==> src/rtl/tfd_pkg.sv <==
// tfd_pkg: shared types and constants of the temperature frame deframer.
// Used by tfd_core, tfd_result_queue and temperature_frame_deframer.
// No dependencies.
package tfd_pkg;

	// Sync window depth (bytes kept while hunting)
	localparam int WinBytes = 8;
	localparam int FillW    = $clog2(WinBytes + 1);

	// Frame byte position, saturating at all ones
	localparam int              PosW   = 13;
	localparam logic [PosW-1:0] PosMax = '1;
	localparam int              IdxW   = PosW - 2;

	// Stream markers
	localparam logic [7:0] SyncByte = 8'h00;
	localparam logic [7:0] EndByte0 = 8'h2f;
	localparam logic [7:0] EndByte1 = 8'h27;

	// Configuration register file
	localparam int              AddrW         = 3;
	localparam int              RegIdxW       = AddrW - 2;
	localparam logic [RegIdxW-1:0] RegExpected = '0;
	localparam logic [PosW-1:0] ExpectedReset = 13'd7684;

	// Result queue
	localparam int QDepth = 4;
	localparam int QPtrW  = $clog2(QDepth);
	localparam int QCntW  = $clog2(QDepth + 1);

	typedef enum logic {
		KindRecord = 1'b0,
		KindEnd    = 1'b1
	} tfd_kind_t;

	typedef struct packed {
		tfd_kind_t       kind;
		logic [IdxW-1:0] record_index;
		logic [15:0]     temp_raw;
		logic [7:0]      sensor_channel;
		logic [7:0]      sensor_layer;
		logic [7:0]      stamp_day;
		logic [7:0]      stamp_hour;
		logic [7:0]      stamp_minute;
		logic [7:0]      stamp_second;
		logic            frame_good;
		logic [PosW-1:0] frame_length;
		logic            last_of_item;
	} tfd_result_t;

	// Up to two results written into the queue in one cycle
	typedef struct packed {
		logic [1:0]  count;
		tfd_result_t first;
		tfd_result_t second;
	} tfd_push_t;

endpackage

==> src/rtl/temperature_frame_deframer.sv <==
// temperature_frame_deframer: top level, APB register and channel wiring.
// Depends on tfd_pkg, tfd_core and tfd_result_queue.
//
// Usage notes:
// - Input channel (in_valid/in_stall/data_byte): one raw readout byte per item.
//   An item is taken on a rising edge with in_valid high and in_stall low.
// - Output channel (out_valid/out_stall + payload): sensor records
//   (result_kind 0) and frame end status (result_kind 1). last_of_item marks
//   the final result of the byte that caused it; a byte gives zero, one or two.
// - Path: a byte waits in the input register until the queue has room.
// - Throughput: one byte per cycle while in_stall is low. A byte that closes
//   both a record and the frame yields two results, drained one per cycle
//   from a 4-entry queue while out_stall is low.
// - in_stall rises when the input register holds a byte and the queue lacks
//   room for two results; out_stall holding results back fills the queue and
//   then backs up into in_stall. No result is dropped.
// - Reset (arst_n low) puts the block in sync hunt with an empty queue and
//   expected_frame_bytes = 7684.
// - APB register 0 (byte address 0): expected_frame_bytes, bits 12:0.
//   Write it only while no byte is in flight.
module temperature_frame_deframer import tfd_pkg::*; (
	input  logic             clk,
	input  logic             arst_n,
	// byte input
	input  logic             in_valid,
	output logic             in_stall,
	input  logic [7:0]       data_byte,
	// result output
	output logic             out_valid,
	input  logic             out_stall,
	output logic             result_kind,
	output logic [IdxW-1:0]  record_index,
	output logic [15:0]      temp_raw,
	output logic [7:0]       sensor_channel,
	output logic [7:0]       sensor_layer,
	output logic [7:0]       stamp_day,
	output logic [7:0]       stamp_hour,
	output logic [7:0]       stamp_minute,
	output logic [7:0]       stamp_second,
	output logic             frame_good,
	output logic [PosW-1:0]  frame_length,
	output logic             last_of_item,
	// configuration
	input  logic             psel,
	input  logic             penable,
	input  logic             pwrite,
	input  logic [AddrW-1:0] paddr,
	input  logic [31:0]      pwdata,
	output logic [31:0]      prdata,
	output logic             pready
);

	logic [PosW-1:0] expected_q;
	logic            reg_hit;
	logic            room;
	tfd_push_t       push;
	tfd_result_t     head;

	// register index is the word address; anything else is ignored on write
	assign reg_hit = (paddr[AddrW-1:2] == RegExpected);
	assign pready  = 1'b1;
	assign prdata  = reg_hit ? 32'(expected_q) : 32'h0;

	always_ff @(posedge clk or negedge arst_n) begin
		if (!arst_n) begin
			expected_q <= ExpectedReset;
		end else if (psel && penable && pwrite && reg_hit) begin
			expected_q <= pwdata[PosW-1:0];
		end
	end

	tfd_core u_core (
		.clk                  (clk),
		.arst_n               (arst_n),
		.in_valid             (in_valid),
		.in_stall             (in_stall),
		.data_byte            (data_byte),
		.expected_frame_bytes (expected_q),
		.room                 (room),
		.push                 (push)
	);

	tfd_result_queue u_queue (
		.clk       (clk),
		.arst_n    (arst_n),
		.push      (push),
		.room      (room),
		.out_valid (out_valid),
		.out_stall (out_stall),
		.head      (head)
	);

	assign result_kind    = head.kind;
	assign record_index   = head.record_index;
	assign temp_raw       = head.temp_raw;
	assign sensor_channel = head.sensor_channel;
	assign sensor_layer   = head.sensor_layer;
	assign stamp_day      = head.stamp_day;
	assign stamp_hour     = head.stamp_hour;
	assign stamp_minute   = head.stamp_minute;
	assign stamp_second   = head.stamp_second;
	assign frame_good     = head.frame_good;
	assign frame_length   = head.frame_length;
	assign last_of_item   = head.last_of_item;

endmodule

==> src/rtl/tfd_core.sv <==
// tfd_core: input register, sync hunt and frame collection state, result build.
// Depends on tfd_pkg; feeds tfd_result_queue.
module tfd_core import tfd_pkg::*; (
	input  logic            clk,
	input  logic            arst_n,
	input  logic            in_valid,
	output logic            in_stall,
	input  logic [7:0]      data_byte,
	input  logic [PosW-1:0] expected_frame_bytes,
	input  logic            room,
	output tfd_push_t       push
);

	logic            valid_s1;
	logic [7:0]      byte_s1;
	logic            proc;
	logic            in_fire;

	logic            hunting_q;
	logic [7:0]      prev_q;
	logic [7:0]      win_q [WinBytes];
	logic [FillW-1:0] fill_q;
	logic [PosW-1:0] pos_q;
	logic [3:0][7:0] stamp_q;
	logic [2:0][7:0] part_q;

	// hunt path
	logic            win_full;
	logic [7:0]      win_new [WinBytes];
	logic [FillW-1:0] fill_new;
	logic [FillW-1:0] sync_last;
	logic            sync_hit;
	logic            sync_rec;
	logic [IdxW-1:0] sync_idx;
	logic [3:0][7:0] stamp_sync;
	logic [2:0][7:0] part_sync;

	// collect path
	logic            pos_lt4;
	logic [1:0]      grp_k;
	logic [3:0][7:0] stamp_col;
	logic [2:0][7:0] part_col;
	logic            col_rec;
	logic [IdxW-1:0] col_idx;
	logic [PosW-1:0] pos_inc;
	logic            end_hit;

	tfd_result_t     rec;
	tfd_result_t     endr;

	assign proc     = valid_s1 && room;
	assign in_stall = valid_s1 && !room;
	assign in_fire  = in_valid && !in_stall;

	always_ff @(posedge clk or negedge arst_n) begin
		if (!arst_n) begin
			valid_s1 <= 1'b0;
		end else if (in_fire) begin
			valid_s1 <= 1'b1;
		end else if (proc) begin
			valid_s1 <= 1'b0;
		end
	end

	always_ff @(posedge clk) begin
		if (in_fire) begin
			byte_s1 <= data_byte;
		end
	end

	// Hunting: window fill/shift, sync detect, window unpacked as frame positions
	always_comb begin
		win_full = (fill_q == FillW'(WinBytes));
		for (int i = 0; i < WinBytes - 1; i++) begin
			if (win_full) begin
				win_new[i] = win_q[i+1];
			end else begin
				win_new[i] = (fill_q == FillW'(i)) ? byte_s1 : win_q[i];
			end
		end
		win_new[WinBytes-1] = (win_full || fill_q == FillW'(WinBytes - 1)) ?
			byte_s1 : win_q[WinBytes-1];
		fill_new = win_full ? fill_q : fill_q + FillW'(1);
		sync_hit = (prev_q == SyncByte) && (byte_s1 == SyncByte);
		for (int i = 0; i < 4; i++) begin
			stamp_sync[i] = (FillW'(i) < fill_new) ? win_new[i] : 8'h00;
		end
		for (int k = 0; k < 3; k++) begin
			part_sync[k] = 8'h00;
			for (int p = 4; p < WinBytes; p++) begin
				if ((((p - 4) & 3) == k) && (FillW'(p) < fill_new)) begin
					part_sync[k] = win_new[p];
				end
			end
		end
		sync_last = fill_new - FillW'(1);
		sync_rec  = (sync_last >= FillW'(4)) && (sync_last[1:0] == 2'd3) &&
			(PosW'(sync_last) < expected_frame_bytes);
		sync_idx  = IdxW'(sync_last >> 2) - IdxW'(1);
	end

	// Collecting: stamp bytes, record bytes, end marker
	always_comb begin
		pos_lt4   = (pos_q[PosW-1:2] == '0);
		grp_k     = pos_q[1:0];
		stamp_col = stamp_q;
		if (pos_lt4) begin
			stamp_col[pos_q[1:0]] = byte_s1;
		end
		part_col = part_q;
		for (int j = 0; j < 3; j++) begin
			if (!pos_lt4 && grp_k == 2'(j)) begin
				part_col[j] = byte_s1;
			end
		end
		col_rec = !pos_lt4 && (grp_k == 2'd3) && (pos_q < expected_frame_bytes);
		col_idx = pos_q[PosW-1:2] - IdxW'(1);
		pos_inc = (pos_q == PosMax) ? pos_q : pos_q + PosW'(1);
		end_hit = (prev_q == EndByte0) && (byte_s1 == EndByte1);
	end

	always_comb begin
		rec  = '0;
		rec.kind         = KindRecord;
		rec.sensor_layer = byte_s1;
		if (hunting_q) begin
			rec.record_index   = sync_idx;
			rec.temp_raw       = {part_sync[0], part_sync[1]};
			rec.sensor_channel = part_sync[2];
		end else begin
			rec.record_index   = col_idx;
			rec.temp_raw       = {part_col[0], part_col[1]};
			rec.sensor_channel = part_col[2];
		end

		endr = '0;
		endr.kind         = KindEnd;
		endr.stamp_day    = stamp_col[0];
		endr.stamp_hour   = stamp_col[1];
		endr.stamp_minute = stamp_col[2];
		endr.stamp_second = stamp_col[3];
		endr.frame_good   = (pos_inc == expected_frame_bytes);
		endr.frame_length = pos_inc;
		endr.last_of_item = 1'b1;

		push = '0;
		if (proc) begin
			if (hunting_q) begin
				if (sync_hit && sync_rec) begin
					push.count              = 2'd1;
					push.first              = rec;
					push.first.last_of_item = 1'b1;
				end
			end else if (col_rec && end_hit) begin
				push.count  = 2'd2;
				push.first  = rec;
				push.second = endr;
			end else if (col_rec) begin
				push.count              = 2'd1;
				push.first              = rec;
				push.first.last_of_item = 1'b1;
			end else if (end_hit) begin
				push.count = 2'd1;
				push.first = endr;
			end
		end
	end

	always_ff @(posedge clk or negedge arst_n) begin
		if (!arst_n) begin
			hunting_q <= 1'b1;
			prev_q    <= 8'h00;
			fill_q    <= '0;
			pos_q     <= '0;
			stamp_q   <= '0;
			part_q    <= '0;
		end else if (proc) begin
			if (hunting_q) begin
				fill_q <= fill_new;
				if (sync_hit) begin
					hunting_q <= 1'b0;
					stamp_q   <= stamp_sync;
					part_q    <= part_sync;
					pos_q     <= PosW'(fill_new);
				end else begin
					prev_q <= byte_s1;
				end
			end else begin
				stamp_q <= stamp_col;
				part_q  <= part_col;
				if (end_hit) begin
					hunting_q <= 1'b1;
					prev_q    <= 8'h00;
					fill_q    <= '0;
					pos_q     <= '0;
				end else begin
					prev_q <= byte_s1;
					pos_q  <= pos_inc;
				end
			end
		end
	end

	// window bytes are never read before they are written
	always_ff @(posedge clk) begin
		if (proc && hunting_q) begin
			for (int i = 0; i < WinBytes; i++) begin
				win_q[i] <= win_new[i];
			end
		end
	end

`ifndef SYNTHESIS
	a_hold_s1: assert property (@(posedge clk) disable iff (!arst_n)
		valid_s1 && !proc |=> valid_s1 && $stable(byte_s1))
		else $error("input register lost a stalled item");
	a_fill_max: assert property (@(posedge clk) disable iff (!arst_n)
		fill_q <= FillW'(WinBytes))
		else $error("window fill beyond depth");
	a_end_rearm: assert property (@(posedge clk) disable iff (!arst_n)
		proc && !hunting_q && end_hit |=> hunting_q && fill_q == '0 && pos_q == '0)
		else $error("end marker did not restart the hunt");
	a_two_only_end: assert property (@(posedge clk) disable iff (!arst_n)
		push.count == 2'd2 |-> !hunting_q && end_hit && col_rec)
		else $error("double push without record and end marker");
`endif

endmodule

==> src/rtl/tfd_result_queue.sv <==
// tfd_result_queue: four-entry result queue, up to two writes and one read a cycle.
// Depends on tfd_pkg; fed by tfd_core.
module tfd_result_queue import tfd_pkg::*; (
	input  logic        clk,
	input  logic        arst_n,
	input  tfd_push_t   push,
	output logic        room,
	output logic        out_valid,
	input  logic        out_stall,
	output tfd_result_t head
);

	tfd_result_t      mem_q [QDepth];
	logic [QPtrW-1:0] wr_ptr_q;
	logic [QPtrW-1:0] rd_ptr_q;
	logic [QCntW-1:0] cnt_q;
	logic             pop;

	assign out_valid = (cnt_q != '0);
	assign pop       = out_valid && !out_stall;
	assign room      = (cnt_q <= QCntW'(QDepth - 2));
	assign head      = mem_q[rd_ptr_q];

	always_ff @(posedge clk) begin
		if (push.count != 2'd0) begin
			mem_q[wr_ptr_q] <= push.first;
		end
		if (push.count == 2'd2) begin
			mem_q[wr_ptr_q + QPtrW'(1)] <= push.second;
		end
	end

	always_ff @(posedge clk or negedge arst_n) begin
		if (!arst_n) begin
			wr_ptr_q <= '0;
			rd_ptr_q <= '0;
			cnt_q    <= '0;
		end else begin
			wr_ptr_q <= wr_ptr_q + QPtrW'(push.count);
			rd_ptr_q <= rd_ptr_q + QPtrW'(pop);
			cnt_q    <= cnt_q + QCntW'(push.count) - QCntW'(pop);
		end
	end

`ifndef SYNTHESIS
	a_cnt_max: assert property (@(posedge clk) disable iff (!arst_n)
		cnt_q <= QCntW'(QDepth))
		else $error("result queue overflow");
	a_push_room: assert property (@(posedge clk) disable iff (!arst_n)
		push.count != 2'd0 |-> cnt_q <= QCntW'(QDepth - 2))
		else $error("write into a queue without room for two");
	a_empty_ptrs: assert property (@(posedge clk) disable iff (!arst_n)
		cnt_q == '0 |-> rd_ptr_q == wr_ptr_q)
		else $error("empty queue with pointers apart");
`endif

endmodule
==> config.mk <==
export PLATFORM = sky130hd
export DESIGN_NAME = temperature_frame_deframer
export DESIGN_NICKNAME = d
export VERILOG_FILES = /design/src/rtl/tfd_pkg.sv /design/src/rtl/temperature_frame_deframer.sv /design/src/rtl/tfd_core.sv /design/src/rtl/tfd_result_queue.sv
export SDC_FILE = /design/constraint.sdc
export NUM_CORES = 1
export LEC_CHECK = 0
export BUFFER_PORTS_ARGS = -buffer_cell sky130_fd_sc_hd__buf_2
export CAP_MARGIN = 20
export CORE_MARGIN = 1
export CORE_UTILIZATION = 35
export DETAILED_ROUTE_END_ITERATION = 16
export PLACE_DENSITY = 0.59
export SLEW_MARGIN = 25
export SYNTH_ARGS = -nofsm -noshare
export SYNTH_HDL_FRONTEND = slang
export SYNTH_SLANG_ARGS = --single-unit
==> constraint.sdc <==
create_clock -name clk -period 6.3 [get_ports clk]
set_clock_uncertainty 0.05 [all_clocks]
set_input_delay 0.315 -clock clk [delete_from_list [all_inputs] [get_ports clk]]
set_output_delay 0.315 -clock clk [all_outputs]
set_load 0.01 [all_outputs]
==> results.md, run 1 <==
- Crit path DAT: 5.85 ns
- Mux contribution to synthesized area: 0.131
- Synth-to-Final Area Change: 14.4%
- Main synth FF type: edfxtp_1
- Aggregate global routing overflow: 0
- Site Rows: 98
- Vias: 17700
- Class of the worst hold path: primary input to async pin
- Setup_tns: 0 ns
- Post-route ant nets: 0
- DRC Markers: 0
- Cell count after synthesis: 2135
- Clk slew on worst S/H paths: 0.06 ns
- Worst Setup End Kind: flop
- Slew HR: 0.290
- RSZ-0062 raised after global routing: no
- CTS max path bufs: 3
- Port buffer count: 134
- Largest family of logic cells by synthesized area: multiplexers
- Post-CTS Setup Repair Bufs: 0
- Clk sinks: 539
- Initial cell density of the core: 0.355
- Final net count: 2314
- Global-route wire length before repair: 110000 um
- Final Hold Viols: 0
- Hpwl dp: 45400 um
- Final period demand of the worst path: 5.60 ns
- Post-Synth Simple-Gate Area: 0.117
- GR Util All Layers: 0.194
- Crit Path Max Fanout: 26
- Core region area: 71600 sq um
- Die Height: 271 um
- Reg2Reg Setup Slack: 0.70 ns
- Seq cells post-synth: 539
- Post-Synth XOR/XNOR Area: 0.0120
- PD cells: 433 nW/um^2
- Worst skew pair latency: 0.63 ns
- Leak pwr: 10.9 nW
- Max Clk Rate: 0.179 GHz
- Vias per cell: 5.50
- Placer Congestion: 0.870
- Hold_buf cts: 23
- Root Driver: clkbuf_16
- Number of flops mapped to enable cells by yosys: 264
- Setup Viol. Count Final: 0
- Die Wd: 271 um
- Die ar.: 73700 sq um
- Compound-gate portion of the synthesized area: 0.129
- CP Launch Type: flop
- Placed cell area: 27000 sq um
- CTS buffer count: 57
- Synthesized area per cell: 11.9 sq um
- Peak supply drop: 0.404 mV
- Post-synthesis sequential area ratio: 0.549
- Share of layout cells above drive strength 1: 0.199
- Post_cts resized: 0
- Vias in the first global route: 17600
- Initial antenna violation count: 0
- Io pins: 176
- Diode count: 0
- Unique cell type count in the Yosys netlist: 75
- Mapped Area: 25400 sq um
- Final instance area: 29100 sq um
- Synth warn: 0
- Outcome: finished clean
- Final Max Slew Viols: 0
- Worst Max-Slew Pin Slew: 1.05 ns
- Largest net degree at the start of global routing: 89
- CP required: 6.55 ns
- Drt wl/cell: 22.4 um
- Period utilization: 0.889
- Synth Area in Adders: 0.0190
- Worst r2r dst: u_queue.mem_q[3][8]
- Drt pass-1 iters: 5
- WL final: 72300 um
- Initial DRC count: 1664
- Post-synth ARST share: 0.191
- CTS tree: done
- MaxCap Viol Count: 0
- Setup Crit Path Kind: flop to flop
- Reg2Reg Depth: 16
- R2R Path Start: u_core.fill_q[0]
- H-Tree Depth: 2
==> critical path: stages (launching register included) <==
cell,delay [ns]
dfrtp_1,0.47
inv_1,0.16
ha_1,0.62
and3b_2,0.33
xnor2_1,0.20
inv_1,0.14
ha_1,0.28
xnor2_1,0.38
inv_1,0.13
ha_1,0.22
nand4b_1,0.19
nor4_2,0.40
a21oi_1,0.25
o21ai_0,0.42
nand2_1,0.15
inv_2,0.56
buf_12,0.29
==> registers in the layout, indices dropped and copies added, names as in the netlist <==
signal,cells
u_core.hunting_q,1
u_queue.wr_ptr_q,2
u_queue.mem_q,364
u_core.win_q,64
u_queue.rd_ptr_q,2
u_core.byte_s1,8
u_core.valid_s1,1
u_core.stamp_q,32
u_core.part_q,24
u_core.fill_q,4
u_queue.cnt_q,3
u_core.prev_q,8
expected_q,13
u_core.pos_q,13
==> kinds of logic (layout without fill, tap and decap cells) <==
group,after synthesis,after routing
XOR/XNOR,34,34
adder cells (fa/ha/maj),38,38
buffers and inverters,245,365
multiplexers,217,217
other,2,20
flip-flops,539,539
AO/OA/AOI/OAI,442,442
AND/OR/NAND/NOR,618,618
==> power breakdown <==
part | leakage, nW | internal, mW | total, mW | switching [mW]
Sequential | 4.78 | 4.38 | 4.86 | 0.482
Clock | 0.932 | 1.90 | 3.35 | 1.45
Combinational | 5.15 | 1.77 | 4.37 | 2.60
==> cells in the final DEF, fill, tap and decap left out, types with 23 or more instances in the layout <==
cell,count
a21oi_1,88
a22o_1,164
a31oi_1,27
buf_2,133
buf_4,32
clkbuf_16,60
dfrtp_1,94
dfxtp_1,172
dlygate4sd3_1,23
edfxtp_1,264
ha_1,37
inv_1,60
mux2i_1,111
mux4_2,91
nand2_1,111
nand3_1,35
nor2_1,271
nor2_4,24
nor3_1,69
o21ai_0,52
o22a_1,24
xnor2_1,24
==> synthesized netlist by cell type, types with 65 or more instances <==
| master | n | area [sq um] |
|---|---|---|
| nand2_1 | 112 | 420 |
| mux4_2 | 91 | 2050 |
| edfxtp_1 | 264 | 7930 |
| mux2i_1 | 111 | 1110 |
| a21oi_1 | 90 | 450 |
| clkbuf_1 | 104 | 390 |
| dfxtp_1 | 172 | 3440 |
| inv_1 | 65 | 244 |
| nor3_1 | 69 | 345 |
| nor2_1 | 275 | 1030 |
| a22o_1 | 164 | 1440 |
| dfrtp_1 | 97 | 2430 |
==> cell type report <==
class	instances	area (sq um)
fillers	6789	42500
repair buffers	193	1240
clock inverters	26	194
well taps	950	1190
multi-input cells	1369	10600
clock buffers	80	1680
flip-flops and latches	539	14000
inverters	66	248
==> per-layer routing <==
layer	vias up	routed length (um)	track usage
li1	8086	-	-
met1	9011	31000	0.257
met2	513	35800	0.327
met3	106	3260	0.0247
met4	0	2230	0.0662
met5	-	0	0
==> how the worst max path moves through the flow <==
stage	from	to	slack, ns
after floorplan	u_core.fill_q[0]	u_queue.mem_q[0][0]	0.95
after global placement	u_core.fill_q[0]	u_queue.mem_q[3][5]	0.84
after detailed placement	u_core.fill_q[0]	u_queue.mem_q[3][5]	0.80
after CTS	u_core.fill_q[0]	u_queue.mem_q[3][9]	0.76
after global routing	u_core.fill_q[0]	u_queue.mem_q[1][16]	0.40
final	u_core.fill_q[0]	u_queue.mem_q[3][8]	0.70
==> metrics by stage <==
stage | util | instances | hold slack [ns] | setup WS [ns] | power, mW
2_1_floorplan | - | 2153 | -0.0306 | 0.950 | 7.81
3_3_place_gp | 0.377 | 3094 | 0.311 | 0.836 | 9.22
3_5_place_dp | 0.377 | 3094 | 0.323 | 0.802 | 9.34
4_1_cts | 0.406 | 3223 | 0.162 | 0.759 | 12.7
5_1_grt | 0.406 | 3223 | 0.193 | 0.400 | 13.2
6_report | 0.406 | 3223 | 0.201 | 0.700 | 12.6
Power figures use the tool's default switching activity.
==> run 2, diff against run 1 <==
--- a/config.mk
+++ b/config.mk
@@ -8,9 +8,9 @@
 export BUFFER_PORTS_ARGS = -buffer_cell sky130_fd_sc_hd__buf_2
 export CAP_MARGIN = 20
 export CORE_MARGIN = 1
-export CORE_UTILIZATION = 35
+export CORE_UTILIZATION = 50
 export DETAILED_ROUTE_END_ITERATION = 16
-export PLACE_DENSITY = 0.59
+export PLACE_DENSITY = 0.76
 export SLEW_MARGIN = 25
 export SYNTH_ARGS = -nofsm -noshare
 export SYNTH_HDL_FRONTEND = slang
==> results.md, run 2 (synthesis gave the netlist of run 1 again) <==
- Setup Crit Path Kind: flop to flop
- Port buffer count: 134
- Global-route wire length before repair: 104000 um
- RSZ-0062 raised after global routing: no
- Vias per cell: 6.13
- CTS buffer count: 54
- Commonest non-fill, non-tap cell in the layout: nor2_1
- Vias: 18100
- Site Rows: 82
- Root Driver: clkbuf_16
- Io pins: 176
- Drt pass-1 iters: 7
- Hpwl dp: 42700 um
- CTS max path bufs: 3
- Synth-to-Final Area Change: 13.0%
- Register with the highest flop count: u_queue.mem_q
- Max FFs per register: 364
- Post_cts resized: 0
- Final net count: 2316
- WL final: 68200 um
- DRC Markers: 0
- Post-route ant nets: 0
- Worst Max-Slew Pin Slew: 1.08 ns
- Peak supply drop: 0.349 mV
- Die ar.: 51700 sq um
- Crit path DAT: 5.85 ns
- Leading cell types in the layout, fill and taps excluded: nor2_1, edfxtp_1, dfxtp_1
- Placer Congestion: 0.908
- Leak pwr: 10.9 nW
- PD cells: 434 nW/um^2
- Outcome: finished clean
- CP Launch Type: flop
- Period utilization: 0.889
- Slew HR: 0.273
- MaxCap Viol Count: 0
- Aggregate global routing overflow: 0
- Vias in the first global route: 18000
- Die Wd: 227 um
- Die Height: 227 um
- Crit Path Max Fanout: 27
- Class of the worst hold path: primary input to flop
- Diode count: 0
- Largest regs: u_queue.mem_q x364, u_core.win_q x64, u_core.stamp_q x32
- Worst Setup End Kind: flop
- Setup_tns: 0 ns
- Clk sinks: 539
- Setup Viol. Count Final: 0
- Fillers: 4009
- Initial cell density of the core: 0.506
- Clk slew on worst S/H paths: 0.06 ns
- H-Tree Depth: 2
- Core region area: 50200 sq um
- Largest net degree at the start of global routing: 113
- Initial antenna violation count: 0
- GR Util All Layers: 0.264
- CP required: 6.55 ns
- Drt wl/cell: 23.2 um
- Dpl cells: 2821
- Max Clk Rate: 0.179 GHz
- Final Hold Viols: 0
- CTS tree: done
- Worst skew pair latency: 0.62 ns
- WHS: 0.192 ns
- Final Max Slew Viols: 0
- Final period demand of the worst path: 5.60 ns
- Share of layout cells above drive strength 1: 0.201
- Non-Filler Instances: 2946
- Initial DRC count: 1664
-- run 2: layer usage --
layer	wire (um)	GRT usage	vias to the layer above
met5	0	0	-
met4	2770	0.112	0
met3	4190	0.0369	152
met2	33700	0.441	723
met1	27600	0.345	9107
li1	-	-	8087
-- run 2: power breakdown --
part           switching (mW)  internal [mW]
sequential              0.498           4.38
combinational            2.54           1.77
clock                    1.39           1.87
total                    4.42           8.02
-- run 2: stage by stage --
step                instance area [sq um]  total power [mW]   util  setup slack, ns
CTS                                 28700              12.5  0.572            0.801
finish                              28700              12.4  0.572            0.702
floorplan                           25500              7.81      -            0.950
global route                        28700              13.1  0.572            0.359
global placement                    26600              9.08  0.530            0.945
detailed placement                  26600              9.21  0.531            0.810
-- run 2: what timing repair did --
action | 4_1_cts | 5_1_grt
buffers inserted | 0 | 0
endpoints found under the setup margin | 0 | 0
hold endpoints to repair | 60 | 0
hold buffers | 23 | 0
-- run 2: critical path, stage by stage (launching register included) --
cell	delay [ns]
dfrtp_1	0.47
inv_1	0.17
ha_1	0.61
and3b_2	0.35
xnor2_1	0.20
inv_1	0.15
ha_1	0.29
xnor2_1	0.41
inv_1	0.13
ha_1	0.23
nand4b_1	0.18
nor4_2	0.35
a21oi_1	0.24
nor2_2	0.43
a21oi_4	0.10
inv_2	0.52
buf_4	0.36
-- run 2: layout make-up --
type,count,area [sq um],area share
Multi-Input combinational cell,1369,10500,0.368
Sequential cell,539,14000,0.487
Inverter,66,248,0.00863
Tap cell,672,841,0.0293
Clock buffer,78,1650,0.0575
Clock inverter,24,190,0.00663
Timing Repair Buffer,198,1260,0.0438
-- run 2: final timing paths --
path	slack, ns	cells after the start	startpoint	end
setup / recovery	0.70	16	u_core.fill_q[0]	u_queue.mem_q[2][37]
hold / removal	0.19	3	out_stall	u_queue.rd_ptr_q[0]
setup reg to reg	0.70	16	u_core.fill_q[0]	u_queue.mem_q[2][37]
hold reg to reg	0.42	1	u_queue.mem_q[3][47]	u_queue.mem_q[3][47]
max in group asynchronous	4.62	3	arst_n	u_queue.wr_ptr_q[1]
min in group asynchronous	0.20	2	arst_n	u_core.part_q[9]
==> run 3, diff against run 2 <==
--- a/config.mk
+++ b/config.mk
@@ -5,12 +5,12 @@
 export SDC_FILE = /design/constraint.sdc
 export NUM_CORES = 1
 export LEC_CHECK = 0
-export BUFFER_PORTS_ARGS = -buffer_cell sky130_fd_sc_hd__buf_2
 export CAP_MARGIN = 20
 export CORE_MARGIN = 1
 export CORE_UTILIZATION = 50
 export DETAILED_ROUTE_END_ITERATION = 16
-export PLACE_DENSITY = 0.76
+export DONT_BUFFER_PORTS = 1
+export PLACE_DENSITY = 0.73
 export SLEW_MARGIN = 25
 export SYNTH_ARGS = -nofsm -noshare
 export SYNTH_HDL_FRONTEND = slang
==> constraint.sdc (replaced) <==
create_clock -name clk -period 5.8 [get_ports clk]
set_clock_uncertainty 0.05 [all_clocks]
set_input_delay 0.29 -clock clk [delete_from_list [all_inputs] [get_ports clk]]
set_output_delay 0.29 -clock clk [all_outputs]
set_load 0.01 [all_outputs]
==> results.md, run 3 (synthesis gave the netlist of run 1 again) <==
- Outcome: finished clean
- Crit path DAT: 5.47 ns
- Register with the highest flop count: u_queue.mem_q
- Dpl cells: 2685
- Hold Crit Start: in_valid
- Site Rows: 82
- Setup Crit Path Kind: flop to flop
- Initial antenna violation count: 1
- WHS: 0.0403 ns
- CTS buffer count: 54
- Initial cell density of the core: 0.506
- Hpwl dp: 42200 um
- Slew HR: 0.329
- CP Launch Type: flop
- Max FFs per register: 364
- Io pins: 176
- Non-Filler Instances: 2813
- PD cells: 480 nW/um^2
- Worst skew pair latency: 0.62 ns
- GR Util All Layers: 0.263
- Final instance area: 28200 sq um
- Die Height: 227 um
- Period utilization: 0.866
- Post_cts resized: 0
- R2R Path Start: u_core.fill_q[0]
- Vias per cell: 6.19
- Leak pwr: 10.3 nW
- Worst Max-Slew Pin Slew: 1.01 ns
- Peak supply drop: 0.337 mV
- WL final: 67300 um
- Aggregate global routing overflow: 0
- Drt pass-1 iters: 8
- CTS max path bufs: 3
- Diode count: 0
- RSZ-0062 raised after global routing: no
- Final net count: 2183
- CTS tree: done
- Largest net degree at the start of global routing: 104
- Leading cell types in the layout, fill and taps excluded: nor2_1, edfxtp_1, dfxtp_1
- Die ar.: 51700 sq um
- Vias in the first global route: 17200
- Setup_tns: 0 ns
- Final Max Slew Viols: 0
- Initial DRC count: 1724
- DRC Markers: 0
- CP required: 6.25 ns
- Commonest non-fill, non-tap cell in the layout: nor2_1
- Class of the worst hold path: primary input to flop
- Core Util, Final: 0.563
- H-Tree Depth: 2
- Clk slew on worst S/H paths: 0.06 ns
- Placer Congestion: 0.887
- MaxCap Viol Count: 0
- Origin of the worst setup path: u_core.fill_q[0]
- Setup Viol. Count Final: 0
- Final period demand of the worst path: 5.02 ns
- Global-route wire length before repair: 103000 um
- Vias: 17400
- Port buffer count: 0
- Drt wl/cell: 23.9 um
- Final Hold Viols: 0
- Root Driver: clkbuf_16
- Max Clk Rate: 0.199 GHz
- Worst Setup End Kind: flop
- Placed cell area: 25900 sq um
- Largest regs: u_queue.mem_q x364, u_core.win_q x64, u_core.stamp_q x32
- Post-route ant nets: 0
- Fillers: 4042
- Crit Path Max Fanout: 8
- Die Wd: 227 um
- Clk sinks: 539
- Core region area: 50200 sq um
- Synth-to-Final Area Change: 11.2%
- Share of layout cells above drive strength 1: 0.151
run 3: cell count changes in the layout (fill, tap and decap cells not counted), sizes merged:
| cell | change |
|---|---|
| clkinv | -5 |
| clkbuf | -1 |
| buf | -133 |
| inv | -1 |
| bufinv | +7 |
run 3: layer usage:
layer  part of all wire  up-vias  track usage  wire length (um)
li1                   -     7817            -                 -
met1               0.40     8813        0.339             27100
met2               0.49      627        0.431             32900
met3              0.068      141       0.0519              4570
met4              0.041        2        0.111              2730
met5            0.00019        -            0                13
run 3: cell type report:
class                   instances  area (sq um)  area share
repair buffers                 65           634      0.0225
clock inverters                25           382      0.0135
inverters                      66           248     0.00877
well taps                     672           841      0.0298
multi-input cells            1369         10500       0.373
flip-flops and latches        539         14000       0.495
clock buffers                  77          1620      0.0575
run 3: final timing paths:
kind                                             end  slack (ns)  depth (start not counted)
min in group asynchronous          u_core.part_q[12]        0.23                          2
worst min register to register  u_queue.mem_q[3][53]        0.42                          1
worst max-delay path                u_queue.cnt_q[2]        0.78                         22
max in group asynchronous        u_queue.rd_ptr_q[0]        4.96                          2
worst min-delay path               u_core.byte_s1[0]        0.04                          1
worst max register to register      u_queue.cnt_q[2]        0.78                         22
run 3: repair_timing:
item                      CTS  global route
hold endpoints to repair  125             0
hold buffers               24             0
buffers inserted            0             0
run 3: worst max-delay path, cell delays in order (launching register included):
cell      delay (ns)
dfrtp_1         0.49
inv_1           0.14
ha_1            0.23
and3b_2         0.21
xnor2_1         0.25
inv_1           0.12
ha_1            0.28
xnor2_1         0.38
inv_1           0.14
ha_1            0.22
nand4b_1        0.19
nor4_2          0.35
a21oi_1         0.12
buf_4           0.19
nor2_1          0.16
inv_1           0.11
ha_1            0.28
inv_1           0.06
ha_1            0.13
inv_1           0.05
fa_1            0.43
xor2_1          0.16
xnor2_1         0.12
run 3: stage by stage:
step	total power, mW	worst slack (ns)
floorplan	8.49	0.450
global placement	9.54	0.890
detailed placement	9.68	0.859
CTS	13.6	0.812
global route	14.2	0.483
finish	13.5	0.779
run 3: report_power, final:
group          switching (mW)  internal [mW]  leakage, nW
clock network            1.54           2.32        0.980
registers               0.581           4.76         4.78
logic                    2.64           1.70         4.59
total                    4.76           8.78         10.3
